File: src/u8d_pkg.sv
// Shared widths, byte-class boundaries and payload masks of the UTF-8 stream decoder.
// No dependencies; used by the interfaces, the core and the checker.
package u8d_pkg;

  localparam int unsigned BYTE_W = 8;
  localparam int unsigned CP_W   = 31;
  localparam int unsigned CNT_W  = 3;
  localparam int unsigned BITS_PER_CONT = 6;

  localparam logic [BYTE_W-1:0] ASCII_MAX  = 8'h7F;
  localparam logic [BYTE_W-1:0] CONT_MIN   = 8'h80;
  localparam logic [BYTE_W-1:0] CONT_MAX   = 8'hBF;
  localparam logic [BYTE_W-1:0] LEAD2_MIN  = 8'hC0;
  localparam logic [BYTE_W-1:0] LEAD2_MAX  = 8'hDF;
  localparam logic [BYTE_W-1:0] LEAD3_MIN  = 8'hE0;
  localparam logic [BYTE_W-1:0] LEAD3_MAX  = 8'hEF;
  localparam logic [BYTE_W-1:0] LEAD4_MIN  = 8'hF0;
  localparam logic [BYTE_W-1:0] LEAD4_MAX  = 8'hF7;
  localparam logic [BYTE_W-1:0] LEAD5_MIN  = 8'hF8;
  localparam logic [BYTE_W-1:0] LEAD5_MAX  = 8'hFB;
  localparam logic [BYTE_W-1:0] LEAD6_MIN  = 8'hFC;
  localparam logic [BYTE_W-1:0] LEAD6_MAX  = 8'hFD;
  localparam logic [BYTE_W-1:0] BAD_MIN    = 8'hFE;

  localparam logic [BYTE_W-1:0] MASK_LEAD2 = 8'h1F;
  localparam logic [BYTE_W-1:0] MASK_LEAD3 = 8'h0F;
  localparam logic [BYTE_W-1:0] MASK_LEAD4 = 8'h07;
  localparam logic [BYTE_W-1:0] MASK_LEAD5 = 8'h03;
  localparam logic [BYTE_W-1:0] MASK_LEAD6 = 8'h01;

  typedef enum logic {
    STATUS_OK    = 1'b0,
    STATUS_ERROR = 1'b1
  } status_t;

endpackage

File: src/u8d_byte_if.sv
// Valid/ready channel carrying one raw byte of the UTF-8 stream.
// Depends on u8d_pkg for the byte width.
interface u8d_byte_if;
  logic                        valid;
  logic                        ready;
  logic [u8d_pkg::BYTE_W-1:0]  in_byte;

  modport source (output valid, output in_byte, input ready);
  modport sink (input valid, input in_byte, output ready);
endinterface

File: src/u8d_cp_if.sv
// Valid/ready channel carrying one decoded code point and its status.
// Depends on u8d_pkg for the code point width.
interface u8d_cp_if;
  logic                      valid;
  logic                      ready;
  logic [u8d_pkg::CP_W-1:0]  code_point;
  logic                      status;

  modport source (output valid, output code_point, output status, input ready);
  modport sink (input valid, input code_point, input status, output ready);
endinterface

File: src/utf8_stream_decoder_core.sv
// UTF-8 stream decoder core: turns a stream of bytes into code points (six-byte scheme).
// Depends on u8d_pkg, u8d_byte_if and u8d_cp_if.
//
// The bytes channel takes one byte per transaction; the chars channel gives one
// code point with a status bit per transaction. An ASCII byte and the last byte
// of a sequence each give a valid character, a lead byte and an inner continuation
// byte give nothing, and a misplaced byte gives an error with a code point of zero.
// Overlong forms are decoded as they stand.
// A byte is decoded in the cycle in which it is accepted and its result sits in the
// output register from the next cycle; one byte can be accepted in every cycle in
// which that register is empty or being read. The decoder holds only the sequence
// state and the output register; while a result waits, the next byte is still taken
// if that register is emptied in the same cycle, otherwise ready drops until it is.
// Reset clears the open sequence and empties the output register.
module utf8_stream_decoder_core (
  input  logic           clk,
  input  logic           rst,
  u8d_byte_if.sink       bytes,
  u8d_cp_if.source       chars
);

  logic [u8d_pkg::CP_W-1:0]   accumulator;
  logic [u8d_pkg::CP_W-1:0]   accumulator_next;
  logic [u8d_pkg::CNT_W-1:0]  bytes_remaining;
  logic [u8d_pkg::CNT_W-1:0]  bytes_remaining_next;
  logic                       out_valid;
  logic [u8d_pkg::CP_W-1:0]   out_code_point;
  logic                       out_status;

  logic                       accept;
  logic                       emit;
  logic [u8d_pkg::CP_W-1:0]   emit_code_point;
  u8d_pkg::status_t           emit_status;
  logic [u8d_pkg::BYTE_W-1:0] b;
  logic [u8d_pkg::CP_W-1:0]   shifted;

  assign b            = bytes.in_byte;
  assign bytes.ready  = !out_valid || chars.ready;
  assign accept       = bytes.valid && bytes.ready;
  assign shifted      = {accumulator[u8d_pkg::CP_W-u8d_pkg::BITS_PER_CONT-1:0],
                         b[u8d_pkg::BITS_PER_CONT-1:0]};

  always_comb begin
    accumulator_next     = accumulator;
    bytes_remaining_next = bytes_remaining;
    emit                 = 1'b0;
    emit_code_point      = '0;
    emit_status          = u8d_pkg::STATUS_OK;
    if (bytes_remaining == '0) begin
      unique case (b) inside
        [8'h00:u8d_pkg::ASCII_MAX]: begin
          emit            = 1'b1;
          emit_code_point = u8d_pkg::CP_W'(b);
        end
        [u8d_pkg::LEAD2_MIN:u8d_pkg::LEAD2_MAX]: begin
          accumulator_next     = u8d_pkg::CP_W'(b & u8d_pkg::MASK_LEAD2);
          bytes_remaining_next = u8d_pkg::CNT_W'(1);
        end
        [u8d_pkg::LEAD3_MIN:u8d_pkg::LEAD3_MAX]: begin
          accumulator_next     = u8d_pkg::CP_W'(b & u8d_pkg::MASK_LEAD3);
          bytes_remaining_next = u8d_pkg::CNT_W'(2);
        end
        [u8d_pkg::LEAD4_MIN:u8d_pkg::LEAD4_MAX]: begin
          accumulator_next     = u8d_pkg::CP_W'(b & u8d_pkg::MASK_LEAD4);
          bytes_remaining_next = u8d_pkg::CNT_W'(3);
        end
        [u8d_pkg::LEAD5_MIN:u8d_pkg::LEAD5_MAX]: begin
          accumulator_next     = u8d_pkg::CP_W'(b & u8d_pkg::MASK_LEAD5);
          bytes_remaining_next = u8d_pkg::CNT_W'(4);
        end
        [u8d_pkg::LEAD6_MIN:u8d_pkg::LEAD6_MAX]: begin
          accumulator_next     = u8d_pkg::CP_W'(b & u8d_pkg::MASK_LEAD6);
          bytes_remaining_next = u8d_pkg::CNT_W'(5);
        end
        default: begin
          emit        = 1'b1;
          emit_status = u8d_pkg::STATUS_ERROR;
        end
      endcase
    end else if (b >= u8d_pkg::CONT_MIN && b <= u8d_pkg::CONT_MAX) begin
      bytes_remaining_next = bytes_remaining - u8d_pkg::CNT_W'(1);
      if (bytes_remaining == u8d_pkg::CNT_W'(1)) begin
        accumulator_next = '0;
        emit             = 1'b1;
        emit_code_point  = shifted;
      end else begin
        accumulator_next = shifted;
      end
    end else begin
      accumulator_next     = '0;
      bytes_remaining_next = '0;
      emit                 = 1'b1;
      emit_status          = u8d_pkg::STATUS_ERROR;
    end
  end

  always_ff @(posedge clk) begin
    if (rst) begin
      accumulator     <= '0;
      bytes_remaining <= '0;
      out_valid       <= 1'b0;
    end else begin
      if (accept) begin
        accumulator     <= accumulator_next;
        bytes_remaining <= bytes_remaining_next;
      end
      if (accept && emit) begin
        out_valid <= 1'b1;
      end else if (chars.ready) begin
        out_valid <= 1'b0;
      end
    end
  end

  always_ff @(posedge clk) begin
    if (accept && emit) begin
      out_code_point <= emit_code_point;
      out_status     <= emit_status;
    end
  end

  assign chars.valid      = out_valid;
  assign chars.code_point = out_code_point;
  assign chars.status     = out_status;

endmodule

File: src/flat_wrapper.sv
// flat-port wrapper written by rule: the top's interface ports become plain ports
module utf8_stream_decoder_core_flat 
  (clk, rst, bytes_valid, bytes_in_byte, bytes_ready, chars_valid, chars_code_point, chars_status, chars_ready);
  u8d_byte_if bytes_i ();
  u8d_cp_if chars_i ();
  input  logic clk;
  input  logic rst;
  input wire logic [$bits(bytes_i.valid)-1:0] bytes_valid;
  input wire logic [$bits(bytes_i.in_byte)-1:0] bytes_in_byte;
  output wire logic [$bits(bytes_i.ready)-1:0] bytes_ready;
  output wire logic [$bits(chars_i.valid)-1:0] chars_valid;
  output wire logic [$bits(chars_i.code_point)-1:0] chars_code_point;
  output wire logic [$bits(chars_i.status)-1:0] chars_status;
  input wire logic [$bits(chars_i.ready)-1:0] chars_ready;
  assign bytes_i.valid = bytes_valid;
  assign bytes_i.in_byte = bytes_in_byte;
  assign bytes_ready = bytes_i.ready;
  assign chars_valid = chars_i.valid;
  assign chars_code_point = chars_i.code_point;
  assign chars_status = chars_i.status;
  assign chars_i.ready = chars_ready;
  utf8_stream_decoder_core u_core (.clk(clk), .rst(rst), .bytes(bytes_i), .chars(chars_i));
endmodule
File: config.mk
export PLATFORM = sky130hd
export DESIGN_NAME = utf8_stream_decoder_core_flat
export DESIGN_NICKNAME = d
export VERILOG_FILES = /design/src/u8d_pkg.sv /design/src/u8d_byte_if.sv /design/src/u8d_cp_if.sv /design/src/utf8_stream_decoder_core.sv /design/src/flat_wrapper.sv
export SDC_FILE = /design/constraint.sdc
export NUM_CORES = 1
export LEC_CHECK = 0
export ABC_CLOCK_PERIOD_IN_PS = 3200
export BUFFER_PORTS_ARGS = -buffer_cell sky130_fd_sc_hd__buf_4
export CAP_MARGIN = 15
export CORE_MARGIN = 2
export CORE_UTILIZATION = 25
export CTS_CLUSTER_DIAMETER = 150
export DETAILED_ROUTE_END_ITERATION = 8
export PLACE_DENSITY = 0.51
export RECOVER_POWER = 50
export SLEW_MARGIN = 20
export SYNTH_ARGS = -nofsm -noshare
export SYNTH_HDL_FRONTEND = slang
export SYNTH_SLANG_ARGS = --single-unit
File: constraint.sdc
create_clock -name clk -period 3.2 [get_ports clk]
set_clock_uncertainty 0.05 [all_clocks]
set_input_delay 0.32 -clock clk [delete_from_list [all_inputs] [get_ports clk]]
set_output_delay 0.32 -clock clk [all_outputs]
set_load 0.05 [all_outputs]
; Yosys cells after proc, flatten, opt, wreduce, memory -nomap -nowiden
; Index checks and enable logic that the tools add are counted.
[totals]
register_bits = 61
input_bits = 12
output_inout_bits = 34
word_cells = 58
[op_classes]
n_addsub = 1
magnitude_cmp = 14
eq_ne = 2
mux = 20
reduce_logical = 16
[ops]
columns = operator, count
row1 = $pmux 25 s5, 1
row2 = $mux 31, 3
row3 = $mux 25, 3
row4 = $ge 8x8->1 const B, 6
row5 = $le 8x8->1 const B, 6
row6 = $pmux 3 s5, 1
row7 = $logic_and 1x1->1, 9
row8 = $mux 1, 9
row9 = $ge 8x1->1 const B, 1
row10 = $le 8x7->1 const B, 1
row11 = $mux 8, 1
row12 = $mux 3, 2
row13 = $ne 6x6->1 const B, 1
row14 = $reduce_or 6->1, 1
row15 = $reduce_or 5->1, 1
row16 = $eq 3x1->1 const B, 1
row17 = $logic_not 3->1, 1
row18 = $sub 3x1->3 const B, 1
row19 = $reduce_and 2->1, 1
row20 = $reduce_bool 2->1, 1
row21 = $logic_not 1->1, 1
row22 = $logic_or 1x1->1, 1

; Logic depth before layout (Yosys ltp)
; Gate-level depths: netlist (run 1).
[logic_depth]
depth_word = 7
mapped_depth = 8
depth_no_buf = 6

; Least setup slack after synthesis (run 1)
; OpenSTA, ideal clock, no wires.
[synth_timing]
path_type = reg-to-reg
start = reg u_core.out_valid, in the netlist u_core.chars.valid
end = reg u_core.out_code_point, in the netlist u_core.chars.code_point[0] (enable)
setup_time_ps = 433
arrival_time_ps = 2928
required_time_ps = 2717
path_slack_ps = -211
path_stages_with_launch = 5
path_buffers = 0
synth_period_minus_slack_ps = 3411
path_cell_list = dfxtp_1 -> or2b_1 -> and2_4 -> o21ai_0 -> o22ai_1
[synth_via]
elab_chain_cells = 4
[synth_rtl]
columns = element, line
row1 = "start, declared", utf8_stream_decoder_core.sv:26  ; logic out_valid;
row2 = "start signal, assigned", utf8_stream_decoder_core.sv:101  ; out_valid <= 1'b0;
row3 = "start signal, assigned", utf8_stream_decoder_core.sv:108  ; out_valid <= 1'b1;
row4 = "start signal, assigned", utf8_stream_decoder_core.sv:110  ; out_valid <= 1'b0;
row5 = $logic_not 1->1, utf8_stream_decoder_core.sv:38  ; assign bytes.ready = !out_valid || chars.ready;
row6 = $logic_or 1x1->1, utf8_stream_decoder_core.sv:38
row7 = via bytes_ready, flat_wrapper.sv:10  ; output wire logic [$bits(bytes_i.ready)-1:0] bytes_ready;
row8 = $logic_and 1x1->1, utf8_stream_decoder_core.sv:39  ; assign accept = bytes.valid && bytes.ready;
row9 = $logic_and 1x1->1, utf8_stream_decoder_core.sv:116  ; if (accept && emit) begin
row10 = "end signal, assigned", utf8_stream_decoder_core.sv:117  ; out_code_point <= emit_code_point;
row11 = "end, declared", utf8_stream_decoder_core.sv:27  ; logic [u8d_pkg::CP_W-1:0] out_code_point;
; The timed path passes the listed nets, and every way through them passes these cells.
; A chain may end at the register's enable or synchronous reset.

; Worst setup path after layout (run 1)
[layout_timing]
start = reg u_core.bytes_remaining[0] (netlist bit)
end = reg u_core.out_code_point, in the netlist u_core.chars.code_point[2] (data pin)
[layout_via]
elab_chain_cells = 4
elab_cells_between_ends = 5
cone_classes = eq/ne (1) / mux (3) / reduce/logical (1)
[layout_rtl]
columns = element, line
row1 = "start, declared", utf8_stream_decoder_core.sv:24  ; logic [u8d_pkg::CNT_W-1:0] bytes_remaining;
row2 = "start signal, assigned", utf8_stream_decoder_core.sv:105  ; bytes_remaining <= bytes_remaining_next;
row3 = $eq 3x1->1, utf8_stream_decoder_core.sv:82  ; if (bytes_remaining == u8d_pkg::CNT_W'(1)) begin
row4 = $mux 31, utf8_stream_decoder_core.sv:82
row5 = $mux 31, utf8_stream_decoder_core.sv:80  ; end else if (b >= u8d_pkg::CONT_MIN && b <= u8d_pkg::CONT_MAX) begin
row6 = $mux 31 (*), utf8_stream_decoder_core.sv:49  ; if (bytes_remaining == '0) begin
row7 = via u_core.emit_code_point (one bit), utf8_stream_decoder_core.sv:32  ; logic [u8d_pkg::CP_W-1:0] emit_code_point;
; Mark *: on every way through the listed nets, which the timed path passes. The rest lies on a longest branch.

==> results of run 1 <==
-- power breakdown --
group          switching, mW  internal, mW  leakage, nW
logic                  0.237        0.0671        0.582
registers             0.0135         0.873        0.555
clock network          0.304         0.358       0.0923
-- state kept, by name, summed over array words and instances, names as in the netlist --
signal	cells
u_core.chars.status	1
u_core.accumulator	25
u_core.bytes_remaining	3
u_core.chars.code_point	31
u_core.chars.valid	1
-- cell type report --
type,count,area share (%)
Inverter,5,0.589
Sequential cell,61,48.4
Timing Repair Buffer,50,7.58
Clock inverter,6,2.00
Tap cell,136,5.34
Clock buffer,10,4.01
Multi-Input combinational cell,158,32.1
-- worst register-to-register path: stages, from the launching register on --
cell and delay, ps:
dfxtp_1 370, inv_1 70, ha_1 250, nor2_1 120
and3_1 160, clkbuf_1 660, nor2_1 300, nor2b_1 180
-- worst paths after layout --
| kind | slack (ps) | depth (start not counted) | start | endpoint |
|---|---|---|---|---|
| hold reg to reg | 400 | 2 | u_core.accumulator[20]$_SDFFE_PP0P_ | u_core.accumulator[20]$_SDFFE_PP0P_ |
| hold / removal | 120 | 2 | rst | u_core.bytes_remaining[2]$_SDFFE_PP0P_ |
| setup / recovery | 890 | 7 | u_core.bytes_remaining[0]$_SDFFE_PP0P_ | u_core.chars.code_point[2]$_DFFE_PP_ |
| setup reg to reg | 890 | 7 | u_core.bytes_remaining[0]$_SDFFE_PP0P_ | u_core.chars.code_point[2]$_DFFE_PP_ |
-- cells in the final DEF (no fill, tap or decap), types with 8 or more instances in the layout --
cell,n
clkbuf_1,36
dfxtp_1,29
and2_0,15
mux2i_1,27
and2_1,9
clkbuf_8,9
nand2_1,50
buf_4,14
nor2b_1,8
edfxtp_1,32
-- cell families (layout without fill, tap and decap cells) --
| logic type | after synthesis | count (layout) | synth area share, % |
|---|---|---|---|
| flip-flops | 61 | 61 | 57.4 |
| AO/OA/AOI/OAI | 19 | 19 | 5.40 |
| adder cells (fa/ha/maj) | 3 | 3 | 1.40 |
| AND/OR/NAND/NOR | 109 | 109 | 20.6 |
| multiplexers | 27 | 27 | 10.1 |
| buffers and inverters | 18 | 71 | 5.17 |
-- synth_stat cells (2+ instances only) --
cell type   n  area (um2)
and2_1     24         150
and3_1      2        12.5
buf_12      2        40.0
buf_2       3        15.0
buf_4       3        22.5
clkbuf_2    2        10.0
dfxtp_1    29         581
edfxtp_1   32         961
ha_1        3        37.5
inv_1       4        15.0
mux2i_1    27         270
nand2_1    50         188
nand2b_1    2        12.5
nand3_1     5        25.0
nand4_1     2        12.5
nor2_1      6        22.5
nor2b_1     8        50.1
o21ai_0     3        15.0
o221ai_1    2        17.5
or2b_1      2        15.0
-- per-layer routing --
layer | up-vias | share of wire, %
met2 | 44 | 45
met3 | 11 | 5.1
met4 | 0 | 2.5
li1 | 917 | -
met5 | - | 0
met1 | 856 | 47
==> qor.txt, run 1 <==
status: finished, final reports clean
Final nets: 300
critical path's top delay family: simple AND/OR/NAND/NOR gates
met1 Resource Use GR: 12.7%
Max Buffers Root-to-Sink: 2
dpl ws: 1150 ps
GR Util met3: 2.54%
Worst Max-Slew Pin Slew: 892 ps
VDD IR max: 0.000169 V
Largest stage delay, worst path: 660 ps
Slew Limit Fails: 0
Row Count: 37
largest net degree at the start of global routing: 37
first-pass GRT wire length: 8580 um
max_cap viols: 0
drt wl/cell: 12.4 um
Worst Setup End Kind: flip-flop
synthesized instance count: 237
number of synthesized flops with an enable pin: 32
Post-DP HPWL: 3510 um
Synth Net Count: 252
busiest grt layer: met2
I/O pins: 46
htree depth: 3
n_diodes: 0
root buf cell: clkbuf_8
via density per instance: 4.29
post-synthesis register bit count: 61
Period minus WS final: 2310 ps
RSZ-0062 raised after global routing: false
synthesized area per cell: 11.3 um2
GRT overflow: 0
crit path launch type: flip-flop
fin util: 30.7%
vias in the first global route: 1,695
met2 usage: 14.6%
Pre-antenna DRT Iters: 4
Slew HR: 40.6%
Register Area: 1540 um2
FILL cells: 1,125
share of the clock period used by the worst path: 72.2%
Initial Util: 25.9%
height of the die: 108 um
multi-input logic area: 1020 um2
Post-CTS Resized: 0
Static Leak: 1.23 nW
pwr/cell area: 582 nW/um2
dpl cells: 410
Main synth FF type: edfxtp_1
sequential element share of the synthesized area: 57.4%
die area: 11,600 um2
initial drt markers: 55
Layout area overhead: 18.5%
placement-stage cell area: 3130 um2
# hold bufs at CTS: 0
Post-synth ARST share: 0%
Layout Cells excl Fill: 426
Min-Delay Path Class: input pin to flip-flop
initial antenna violation count: 0
Most common cell on crit path: nor2_1
WL final: 5290 um
number of port buffers: 45
# clock sinks: 61
slowest CP cell: clkbuf_1
Yosys cell types: 46
Die W: 108 um
Finished Cell Area: 3180 um2
RePlAce Congestion: 0.782
GR Util All Layers: 9.77%
core area: 10,400 um2
max frequency: 433 MHz
final worst setup slack: 891 ps
latest clock arrival within the worst-skew pair: 340 ps
critical path buffer and inverter count: 2
final hold slack: 121 ps
Data required, critical path: 3350 ps
WP data arrival: 2460 ps
cts bufs inserted: 9
kind of critical path: flip-flop to flip-flop
TritonCTS clock tree: built
via count: 1,828
final setup violation count: 0
Yosys warning total: 0
Setup Buffers After CTS: 0
CTS clock-pin slew for the worst setup and hold paths: 70 ps
Final Total Pwr: 1.85 mW
critical-path cell list: inv_1 -> ha_1 -> nor2_1 -> and3_1 -> clkbuf_1 -> nor2_1 -> nor2b_1
Residual DRC: 0
setup TNS: 0 ps
remaining antenna violation count: 0
Fin. Hold Viols: 0
synthesized cell area: 2690 um2
layout cell share with drive strength beyond 1: 13.4%
Critical Path Fanout Max: 26
(Power assumes the default switching activity.)
==> run 2, diff against run 1 <==
Settings changed: ABC_AREA set to 1, ABC_CLOCK_PERIOD_IN_PS 3200 to 2100.
Clock period 3.2 ns to 2.1 ns, I/O delays scaled along.
==> qor.txt, run 2 <==
Die W: 107 um (-0.27%)
critical-path cell list: inv_1 -> ha_1 -> nand2_2 -> nor2_2 -> nand3_2 -> nor2_4 -> o21ai_1 -> clkinvlp_4 -> buf_4
Largest stage delay, worst path: 370 ps (-290 ps)
Post-CTS Resized: 0 (unchanged)
first-pass GRT wire length: 9680 um (+13%)
Row Count: 37 (unchanged)
Simple-Gate Fraction of Synth Area: 22.3% (+1.7 points)
latest clock arrival within the worst-skew pair: 350 ps (about the same)
sequential element share of the synthesized area: 57.7% (+0.32 points)
die area: 11,500 um2 (-0.54%)
Slew Limit Fails: 0 (unchanged)
# clock sinks: 61 (unchanged)
Final nets: 366 (+22%)
largest family of logic cells by synthesized area: simple AND/OR/NAND/NOR gates
Worst Setup End Kind: flip-flop
initial antenna violation count: 0 (unchanged)
layout cell share with drive strength beyond 1: 16.9% (+3.4 points)
final setup violation count: 0 (unchanged)
most frequent cell after synthesis: nor2_1
Yosys cell types: 22 (-52%)
via count: 2,003 (+9.6%)
VDD IR max: 0.000355 V (+110%)
synthesized area per cell: 8.88 um2 (-22%)
Post-synth ARST share: 0% (unchanged)
# hold bufs at CTS: 0 (unchanged)
Final Total Pwr: 3.94 mW (+110%)
core area: 10,400 um2 (unchanged)
synthesized instance count: 301 (+27%)
Post-DP HPWL: 3900 um (+11%)
commonest non-fill, non-tap cells in the layout: nor2_1 (65), nand2_1 (60), inv_1 (41)
WL final: 5770 um (+9.1%)
Compound-Gate Fraction of Synth Area: 9.60% (+4.2 points)
top cell type's share of synthesized area: 36.0% (+0.20 points)
RePlAce Congestion: 0.782 (about the same)
Min-Delay Path Class: input pin to flip-flop
GR Util All Layers: 11.0% (+1.3 points)
number of port buffers: 45 (unchanged)
Slew HR: 59.6% (+19 points)
Data required, critical path: 2150 ps (-1200 ps)
synthesized cell area: 2670 um2 (-0.56%)
remaining antenna violation count: 0 (unchanged)
max FFs per register: 31 (unchanged)
pwr/cell area: 1190 nW/um2 (+110%)
post-synthesis register bit count: 61 (unchanged)
Max Buffers Root-to-Sink: 2 (unchanged)
max frequency: 512 MHz (+18%)
Pre-antenna DRT Iters: 4 (unchanged)
max_cap viols: 0 (unchanged)
drt wl/cell: 11.7 um (-5.5%)
Synth area leader: edfxtp_1
Critical Path Fanout Max: 13 (-50%)
Fin. Hold Viols: 0 (unchanged)
I/O pins: 46 (unchanged)
slowest CP cell: dfxtp_1
initial drt markers: 117 (+110%)
Setup Buffers After CTS: 0 (unchanged)
Synth Area in XOR/XNOR: 0.328% (+0.33 points)
Residual DRC: 0 (unchanged)
n_diodes: 0 (unchanged)
Layout area overhead: 23.8%
critical path buffer and inverter count: 3 (+1)
Main synth FF type: edfxtp_1
post-synthesis mux area share: 0% (-10 points)
kind of critical path: flip-flop to flip-flop
Static Leak: 1.15 nW (-6.1%)
Initial Util: 25.8% (-0.14 points)
status: finished, final reports clean
Worst Max-Slew Pin Slew: 609 ps (-282 ps)
vias in the first global route: 2,045 (+21%)
root buf cell: clkbuf_8
htree depth: 3 (unchanged)
TritonCTS clock tree: built
adder-cell share of the synthesized area: 1.40% (+0.0078 points)
via density per instance: 4.07 (-5.1%)
r2r setup slk: 150 ps (-740 ps)
GRT overflow: 0 (unchanged)
cts bufs inserted: 9 (unchanged)
Synth Net Count: 316 (+25%)
Period minus WS final: 1950 ps (-355 ps)
number of synthesized flops with an enable pin: 32 (unchanged)
Synth top cells by count: nor2_1 (65), nand2_1 (61), inv_1 (42)
RSZ-0062 raised after global routing: false
share of the clock period used by the worst path: 93.0% (+21 points)
Area contributors post-synth: edfxtp_1 (36%), dfxtp_1 (22%), nor2_1 (9.1%)
largest net degree at the start of global routing: 29 (-22%)
CTS clock-pin slew for the worst setup and hold paths: 70 ps (about the same)
height of the die: 107 um (-0.27%)
critical path's top delay family: buffers and inverters
most common cell after layout, fill and taps aside: nor2_1
crit path launch type: flip-flop
setup TNS: 0 ps (unchanged)
Yosys warning total: 0 (unchanged)
WP data arrival: 2000 ps (-460 ps)
## run 2: cell types whose count changed in the layout (fill, tap and decap cells not counted), sizes merged, moves of 5 or more
cell   change
inv       +40
o21ai      +5
a21oi     +28
nand2     +16
nor2b      -8
nor2      +63
and2      -25
mux2i     -27
## run 2: stage by stage
stage | instances | util [%] | hold WS, ps | area, um2 | setup slack [ps]
detailed placement | 476 | 30.6 | 403 | 3170 | 147
global placement | 476 | 30.6 | 400 | 3170 | 206
floorplan | 301 | - | 229 | 2690 | 2.72
global route | 492 | 31.9 | 57.9 | 3310 | 22.3
CTS | 492 | 33.2 | 58.7 | 3440 | 128
finish | 492 | 31.9 | 65.2 | 3310 | 146
## run 2: logic make-up after synthesis
group / after synthesis
flip-flops: 61
AND/OR/NAND/NOR: 141
AO/OA/AOI/OAI: 41
XOR/XNOR: 1
adder cells (fa/ha/maj): 3
buffers and inverters: 54
## run 2: layout make-up
| cell class | instances | area [um2] |
|---|---|---|
| well taps | 136 | 170 |
| fillers | 1133 | 7060 |
| repair buffers | 49 | 250 |
| multi-input cells | 186 | 906 |
| clock buffers | 9 | 124 |
| inverters | 44 | 169 |
| clock inverters | 7 | 146 |
| flip-flops and latches | 61 | 1540 |
## run 2: final timing paths
check                                                            start                                   endpoint  cells after the start
worst max-delay path            u_core.bytes_remaining[0]$_SDFFE_PP0P_  u_core.chars.code_point[18]$_SDFFCE_PP0P_                      9
worst max register to register  u_core.bytes_remaining[0]$_SDFFE_PP0P_  u_core.chars.code_point[18]$_SDFFCE_PP0P_                      9
worst min-delay path                                  bytes_in_byte[0]         u_core.accumulator[0]$_SDFFE_PP0P_                      3
worst min register to register     u_core.accumulator[16]$_SDFFE_PP0P_        u_core.accumulator[16]$_SDFFE_PP0P_                      2
## run 2: per-layer routing
metal | global-route usage [%] | vias up | wire, um
li1 | - | 1040 | -
met3 | 3.51 | 10 | 255
met2 | 17.1 | 28 | 2610
met5 | 0 | - | 0
met4 | 5.77 | 0 | 133
met1 | 13.7 | 925 | 2770
## run 2: worst min-delay path, stage by stage
cell     delay [ps]
buf_4            90
a21oi_1          50
nor2_1           80
## run 2: power by group
part / internal [mW] / leakage (nW) / total, mW / switching [mW]
registers: 1.44 / 0.548 / 1.50 / 0.0540
logic: 0.205 / 0.471 / 1.04 / 0.832
clock network: 0.916 / 0.134 / 1.41 / 0.496
total: 2.56 / 1.15 / 3.94 / 1.38
==> run 3, diff against run 2 <==
Settings changed: PLACE_DENSITY 0.51 to 0.53.
==> qor.txt, run 3 (synthesis results as in run 2) <==
remaining antenna violation count: 0 (unchanged)
I/O pins: 46 (unchanged)
RePlAce Congestion: 0.804 (+2.8%)
final hold slack: 87.2 ps (+22.0 ps)
fin util: 31.4% (-0.53 points)
via density per instance: 4.03 (-1.1%)
commonest non-fill, non-tap cells in the layout: nor2_1 (65), nand2_1 (60), inv_1 (41)
Pre-antenna DRT Iters: 4 (unchanged)
Residual DRC: 0 (unchanged)
Initial Util: 25.8% (unchanged)
GR Util All Layers: 10.6% (-0.49 points)
latest clock arrival within the worst-skew pair: 330 ps (-20 ps)
Slew Limit Fails: 0 (unchanged)
max FFs per register: 31 (unchanged)
GRT overflow: 0 (unchanged)
htree depth: 3 (unchanged)
Worst Setup End Kind: flip-flop
Post-DP HPWL: 3870 um (-0.92%)
WL final: 5680 um (-1.6%)
Row Count: 37 (unchanged)
crit path launch type: flip-flop
cts bufs inserted: 9 (unchanged)
kind of critical path: flip-flop to flip-flop
height of the die: 107 um (unchanged)
initial antenna violation count: 0 (unchanged)
root buf cell: clkbuf_8
status: finished, final reports clean
pwr/cell area: 1130 nW/um2 (-5.3%)
share of the clock period used by the worst path: 90.7% (-2.3 points)
Layout area overhead: 21.7%
# clock sinks: 61 (unchanged)
Finished Cell Area: 3250 um2 (-1.7%)
dpl cells: 476 (unchanged)
Max Buffers Root-to-Sink: 2 (unchanged)
max frequency: 525 MHz (+2.6%)
largest net degree at the start of global routing: 29 (unchanged)
Layout Cells excl Fill: 492 (unchanged)
initial drt markers: 106 (-9.4%)
Worst Max-Slew Pin Slew: 619 ps (+9.62 ps)
top routing layer used: met4
RSZ-0062 raised after global routing: false
Slew HR: 58.9% (-0.64 points)
WP data arrival: 1880 ps (-120 ps)
Setup Buffers After CTS: 0 (unchanged)
TritonCTS clock tree: built
met3 WL: 171 um (-33%)
Critical Path Fanout Max: 13 (unchanged)
CTS clock-pin slew for the worst setup and hold paths: 70 ps (about the same)
final setup violation count: 0 (unchanged)
placement-stage cell area: 3170 um2 (unchanged)
Static Leak: 1.12 nW (-2.8%)
Final nets: 366 (unchanged)
Die W: 107 um (unchanged)
die area: 11,500 um2 (unchanged)
core area: 10,400 um2 (unchanged)
Data required, critical path: 2070 ps (-80 ps)
drt wl/cell: 11.5 um (-1.6%)
VDD IR max: 0.000289 V (-19%)
max_cap viols: 0 (unchanged)
setup TNS: 0 ps (unchanged)
number of port buffers: 45 (unchanged)
Met2 Wirelength: 2620 um (+0.50%)
layout cell share with drive strength beyond 1: 16.0% (-0.84 points)
vias in the first global route: 2,001 (-2.2%)
FILL cells: 1,153 (+1.8%)
wl on met1: 2790 um (+0.65%)
via count: 1,981 (-1.1%)
Fin. Hold Viols: 0 (unchanged)
Period minus WS final: 1910 ps (-48.6 ps)
Min-Delay Path Class: input pin to flip-flop
n_diodes: 0 (unchanged)
first-pass GRT wire length: 9460 um (-2.3%)
most common cell after layout, fill and taps aside: nor2_1
-- run 3: power by group --
part           switching, mW  internal (mW)  leakage, nW
clock                  0.436          0.698        0.104
combinational          0.842          0.205        0.468
sequential            0.0502           1.44        0.548
-- run 3: through the flow --
| step | power, mW | worst slack (ps) |
|---|---|---|
| floorplan | 2.36 | 2.72 |
| global placement | 2.67 | 210 |
| detailed placement | 2.67 | 180 |
| CTS | 3.81 | 152 |
| global route | 3.85 | 33.3 |
| finish | 3.67 | 195 |
-- run 3: final cells by class --
type                       instances  area, um2  share of cell area (%)
sequential                        61       1540                    47.4
multi-input combinational        186        905                    27.8
timing repair buffer              49        250                    7.69
tap                              136        170                    5.23
inverter                          44        169                    5.19
clock buffer                      12        145                    4.46
clock inverter                     4       71.3                    2.19
-- run 3: metal layers --
metal	vias to the layer above	global-route usage, %
met3	7	2.48
met2	31	16.7
met4	0	4.67
met5	-	0
li1	1038	-
met1	905	13.7
-- run 3: final timing paths --
path	depth (start not counted)	slack, ps	end	start
setup / recovery	9	190	u_core.chars.code_point[25]$_SDFFCE_PP0P_	u_core.bytes_remaining[1]$_SDFFE_PP0P_
hold / removal	3	90	u_core.accumulator[1]$_SDFFE_PP0P_	bytes_in_byte[1]
setup reg to reg	9	190	u_core.chars.code_point[25]$_SDFFCE_PP0P_	u_core.bytes_remaining[1]$_SDFFE_PP0P_
hold reg to reg	2	410	u_core.accumulator[16]$_SDFFE_PP0P_	u_core.accumulator[16]$_SDFFE_PP0P_
-- run 3: repair_timing --
item,in CTS,in global routing
endpoints found under the setup margin,0,13
hold buffers,0,0
gates resized for setup,0,1
-- run 3: worst max-delay path, cell delays in order (launching register included) --
cell	delay, ps
dfxtp_1	300
inv_1	100
ha_1	190
nand2_2	100
nor2_2	120
nand3_1	110
nor2_4	200
o21ai_2	100
clkinvlp_4	100
buf_4	210
